[config.mk]
export PLATFORM = sky130hd
export DESIGN_NAME = bpfm_ctrl
export DESIGN_NICKNAME = d
export VERILOG_FILES = /design/src/bpfm_pkg.sv /design/src/bpfm_ctrl.sv
export SDC_FILE = /design/constraint.sdc
export NUM_CORES = 1
export LEC_CHECK = 0
export BUFFER_PORTS_ARGS = -buffer_cell sky130_fd_sc_hd__buf_2
export CAP_MARGIN = 0
export CORE_AREA = 3 3 40 42
export CTS_BUF_LIST = sky130_fd_sc_hd__clkbuf_4
export DETAILED_ROUTE_END_ITERATION = 8
export DIE_AREA = 0 0 43 45
export PLACE_DENSITY = 0.49
export SLEW_MARGIN = 30
export SYNTH_ARGS = -nofsm -noshare
export SYNTH_HDL_FRONTEND = slang
export SYNTH_SLANG_ARGS = --single-unit
export TNS_END_PERCENT = 10
[constraint.sdc]
create_clock -name clk_i -period 1.7 [get_ports clk_i]
set_input_delay 0.34 -clock clk_i [delete_from_list [all_inputs] [get_ports clk_i]]
set_output_delay 0.34 -clock clk_i [all_outputs]
set_load 0.05 [all_outputs]
[src/bpfm_pkg.sv]
// shared constants, request and status codes, controller types for the frame manager
`timescale 1ns / 1ps
package bpfm_pkg;

  localparam int unsigned FRAMES    = 64;
  localparam int unsigned FRAME_W   = $clog2(FRAMES);
  localparam int unsigned CNT_W     = $clog2(FRAMES + 1);
  localparam int unsigned PAGE_BITS = 20;
  localparam int unsigned FIX_W     = 16;
  localparam int unsigned TOTAL_W   = 32;

  typedef enum logic [2:0] {
    REQ_FIX_READ  = 3'd0,
    REQ_FIX_WRITE = 3'd1,
    REQ_FIX_NEW   = 3'd2,
    REQ_UNFIX     = 3'd3,
    REQ_UNSET     = 3'd4,
    REQ_FLUSH     = 3'd5
  } req_e;

  typedef enum logic [1:0] {
    STS_OK           = 2'd0,
    STS_NOT_BUFFERED = 2'd1,
    STS_NO_VICTIM    = 2'd2
  } status_e;

  typedef enum logic [2:0] {
    ST_IDLE,
    ST_SCAN,
    ST_FETCH,
    ST_UPDATE,
    ST_SIMPLE,
    ST_FL_FIRST,
    ST_FL_SCAN,
    ST_FL_EMIT
  } state_e;

  typedef struct packed {
    logic load;
    logic scan;
    logic fetch;
    logic update;
    logic simple;
    logic fl_step;
    logic fl_emit;
  } dp_cmd_t;

  typedef struct packed {
    logic scan_done;
    logic fl_any;
    logic fl_bit;
    logic fl_last;
  } dp_sts_t;

endpackage

[src/bpfm_ctrl.sv]
// controller state machine sequencing lookups, updates and flush walks
`timescale 1ns / 1ps
module bpfm_ctrl (
  input  logic              clk_i,
  input  logic              rst_ni,
  input  logic              start_i,
  input  logic [2:0]        req_type_i,
  input  bpfm_pkg::dp_sts_t sts_i,
  output bpfm_pkg::dp_cmd_t cmd_o,
  output logic              busy_o
);

  bpfm_pkg::state_e state_q, state_d;

  always_ff @(posedge clk_i or negedge rst_ni) begin
    if (!rst_ni) begin
      state_q <= bpfm_pkg::ST_IDLE;
    end else begin
      state_q <= state_d;
    end
  end

  always_comb begin
    state_d = state_q;
    cmd_o   = '0;
    busy_o  = 1'b1;
    unique case (state_q)
      bpfm_pkg::ST_IDLE: begin
        busy_o = 1'b0;
        if (start_i) begin
          cmd_o.load = 1'b1;
          if (req_type_i <= bpfm_pkg::REQ_UNFIX) begin
            state_d = bpfm_pkg::ST_SCAN;
          end else if (req_type_i == bpfm_pkg::REQ_FLUSH) begin
            state_d = bpfm_pkg::ST_FL_FIRST;
          end else begin
            state_d = bpfm_pkg::ST_SIMPLE;
          end
        end
      end
      bpfm_pkg::ST_SCAN: begin
        cmd_o.scan = 1'b1;
        if (sts_i.scan_done) begin
          state_d = bpfm_pkg::ST_FETCH;
        end
      end
      bpfm_pkg::ST_FETCH: begin
        cmd_o.fetch = 1'b1;
        state_d     = bpfm_pkg::ST_UPDATE;
      end
      bpfm_pkg::ST_UPDATE: begin
        cmd_o.update = 1'b1;
        state_d      = bpfm_pkg::ST_IDLE;
      end
      bpfm_pkg::ST_SIMPLE: begin
        cmd_o.simple = 1'b1;
        state_d      = bpfm_pkg::ST_IDLE;
      end
      bpfm_pkg::ST_FL_FIRST: begin
        if (!sts_i.fl_any) begin
          cmd_o.simple = 1'b1;
          state_d      = bpfm_pkg::ST_IDLE;
        end else begin
          state_d = bpfm_pkg::ST_FL_SCAN;
        end
      end
      bpfm_pkg::ST_FL_SCAN: begin
        if (sts_i.fl_bit) begin
          state_d = bpfm_pkg::ST_FL_EMIT;
        end else begin
          cmd_o.fl_step = 1'b1;
        end
      end
      bpfm_pkg::ST_FL_EMIT: begin
        cmd_o.fl_emit = 1'b1;
        state_d = sts_i.fl_last ? bpfm_pkg::ST_IDLE : bpfm_pkg::ST_FL_SCAN;
      end
      default: begin
        state_d = bpfm_pkg::ST_IDLE;
      end
    endcase
  end

endmodule

==> impl_results.md <==
* Placed insts at around 60
* Fin util at approximately a third
* Ys async rst share at 100%
* DR iter-0 viols at 1
* Commonest cells post-synth: dfrtp_1 (3), a31oi_1 (2), nand2_1 (2), nand2b_1 (2), nor2_1 (2)
* Vias per inst at between 4 and 5
* Total CTS buffers at 3
* Top-count cell post-synth: dfrtp_1
* CTS tree: built
* Area Overhead vs Synth at 66.3%
* H-tree levels at 1
* Total core area at 0.00128 mm^2
* F_max at just under 600 MHz
* DRC violations left at 0
* Startpoint types: flip-flop
* Largest regs: state_q x3
* Final ANT Viol Nets at 0
* Ant. Diodes at 0
* Post-synth top area share at between 30% and 40%
* Drt first pass iters at 3
* Min Tclk post-route at 1.70 ns
* Delay-heaviest family, CP: flip-flops
* Critical Path Slowest Stage Cell: dfrtp_1
* Synthesized Nets at 38
* Max reg flops at 3
* Final Cycle Share at 100%
* Clk_skew at roughly 0.0056 ns
* Area occupied by multi-input gates at ~160 um^2
* Port Buf Inserts at 17
* First-pass GRT wire length at around 1.1 mm
* Yosys cell types at 22
* # rows at 13
* WL per Instance at roughly 10 um
* Setup WS post-layout at -0.0000362 ns
* GRT overflow at 0
* Routed WL at 633 um
* Cell area power density at between 2000 and 2500 mW/mm^2
* Vias in the first global route at approximately 270
* Status: finished with violations
* Largest reg by FF count: state_q
* CP arrival at approximately 1.4 ns
* Fin cells at between 60 and 70
* RR Endpoint: state_q[0]
* Crit-path max FO at 12
* Worst Hold Launch: req_type_i[2]
* Final nets at 60
* Synth Cell Area at 245 um^2
* Root buf cell: clkbuf_4
* Sequential fraction of the synthesis area at around 30%
* Clk buf depth at 2
* Data required time of the critical path at between 1 and 1.5 ns
* Largest net degree at the start of global routing at 13
* Worst-Margin Slew at about 0.37 ns
* Type of the most critical hold path: input pin to flip-flop
* Max-cap violations at 0
* Hold EP: state_q[2]
* IR drop worst, VDD at between 900 and 1000 uV
* Yosys top cell by area: dfrtp_1
* Share of post-route cells with drive strength above 1 at 53.1%
* Violated checks: setup timing
* Die X at between 40 and 50 um
* R2R Path Start: state_q[1]
* Die Y at around 45 um
* Post-Syn Instances at 28
* RePlAce Congestion at a little under 0.7
* Ports at 18
* Crit Path Category: flip-flop to primary output
* Flops & latches, synth at 3
* Max Slew Vio Count at 0
* All-Layer GR Usage at about 7.5%
* Post-synth EDFFs at 0
* Final setup fails at 1
* Initial antenna violation count at 0
* Die area at between 0.0015 and 0.002 mm^2
* Worst hold stages at 2
* CP Depth at 2
* Post-detail-place hpwl at 502 um
* Average size of a mapped cell at 8.76 um^2
* Reg2Reg Depth at 3
* CTS clock-pin slew for the worst setup and hold paths at ~0.040 ns
* Clock Sink Count at 3
* WP buf/inv at 1
* Max-slew headroom at 75.1%
* Clock Latency Late Sink at approximately 0.23 ns
* Ranking of synthesized cells by area: dfrtp_1 (31%), a31oi_1 (5.1%), nand2b_1 (5.1%)
* Syn. warnings at 0
* Initial Util at a little under a fifth
* RSZ-0062 raised after global routing: yes
* FF/Latch Area at 75.1 um^2
* Layout filler cell count at between 100 and 150
* Type of element capturing the critical path: primary output
* Detailed-route via count at roughly 270
* Crit-path max cell delay at 0.50 ns
* Top_reg_cell synth: dfrtp_1
* Reg2reg setup slack at about 0.37 ns
* Pleak at approximately 0.00022 uW
* Crit path cell chain: or3_1 > buf_2
* Hold Vio Cnt, Final at 0
cells in the final DEF (no fill, tap or decap), types with 2 or more instances in the layout:
| cell | synthesis | layout |
|---|---|---|
| a31oi_1 | 2 | 2 |
| buf_2 | 1 | 13 |
| buf_4 | 0 | 2 |
| clkbuf_4 | 0 | 7 |
| dfrtp_1 | 3 | 3 |
| nand2_1 | 2 | 2 |
| nand2b_1 | 2 | 2 |
| nor2_1 | 2 | 2 |
| nor3b_2 | 1 | 2 |
stage by stage:
step | total power [uW] | hold WS [ns] | setup TNS (ns) | instance area [um^2] | setup slack (ns)
floorplan | 607 | 0.0444 | -0.852 | 250 | -0.382
global placement | 718 | 0.142 | 0 | 349 | 0.238
detailed placement | 711 | 0.140 | 0 | 349 | 0.235
CTS | 863 | 0.349 | 0 | 392 | 0.00215
global route | 939 | 0.370 | -0.136 | 408 | -0.0475
finish | 877 | 0.354 | -0.0000362 | 408 | -0.0000362
how the worst max path moves through the flow:
stage	to	slack [ns]	startpoint
2_1_floorplan	state_q[1]	-0.38	state_q[1]
3_3_place_gp	cmd_o[1]	0.24	state_q[1]
3_5_place_dp	cmd_o[1]	0.24	state_q[1]
4_1_cts	cmd_o[6]	0.002	state_q[0]
5_1_grt	busy_o	-0.05	state_q[1]
6_report	busy_o	-0.00004	state_q[2]
power by group:
part           switching (uW)  internal, uW  total [uW]
clock                    35.2           104         139
combinational             385           201         586
sequential               47.5           105         152
cells by family (layout without fill, tap and decap cells):
| logic type | count (synthesis) | in the layout | share of synthesized area (%) |
|---|---|---|---|
| compound gates | 6 | 6 | 18.4 |
| buf+inv | 4 | 25 | 9.69 |
| flops | 3 | 3 | 30.6 |
| mux | 1 | 1 | 4.08 |
| simple gates | 14 | 14 | 37.2 |
layer usage:
layer	GRT usage [%]	vias up	wire, um
met5	0	-	0
met2	9.88	17	222
met4	5.42	0	0
li1	-	147	-
met1	10.2	109	320
met3	2.39	0	90
layout make-up:
type / count / area share, %
clock buffer: 4 / 7.36
inverter: 1 / 0.920
multi-input combinational: 21 / 38.3
sequential: 3 / 18.4
tap: 15 / 4.60
timing repair buffer: 20 / 30.4
worst register-to-register path: stages (launching register included):
cell and delay, ns:
dfrtp_1 0.40, buf_4 0.17, or4b_1 0.51, a31oi_1 0.17
what timing repair did:
action	CTS	global route
hold endpoints to repair	3	0
buffers inserted	0	0
endpoints found under the setup margin	1	4
hold buffers	1	0
resized for setup	1	5
pin swaps	0	0
(Power assumes the default switching activity.)
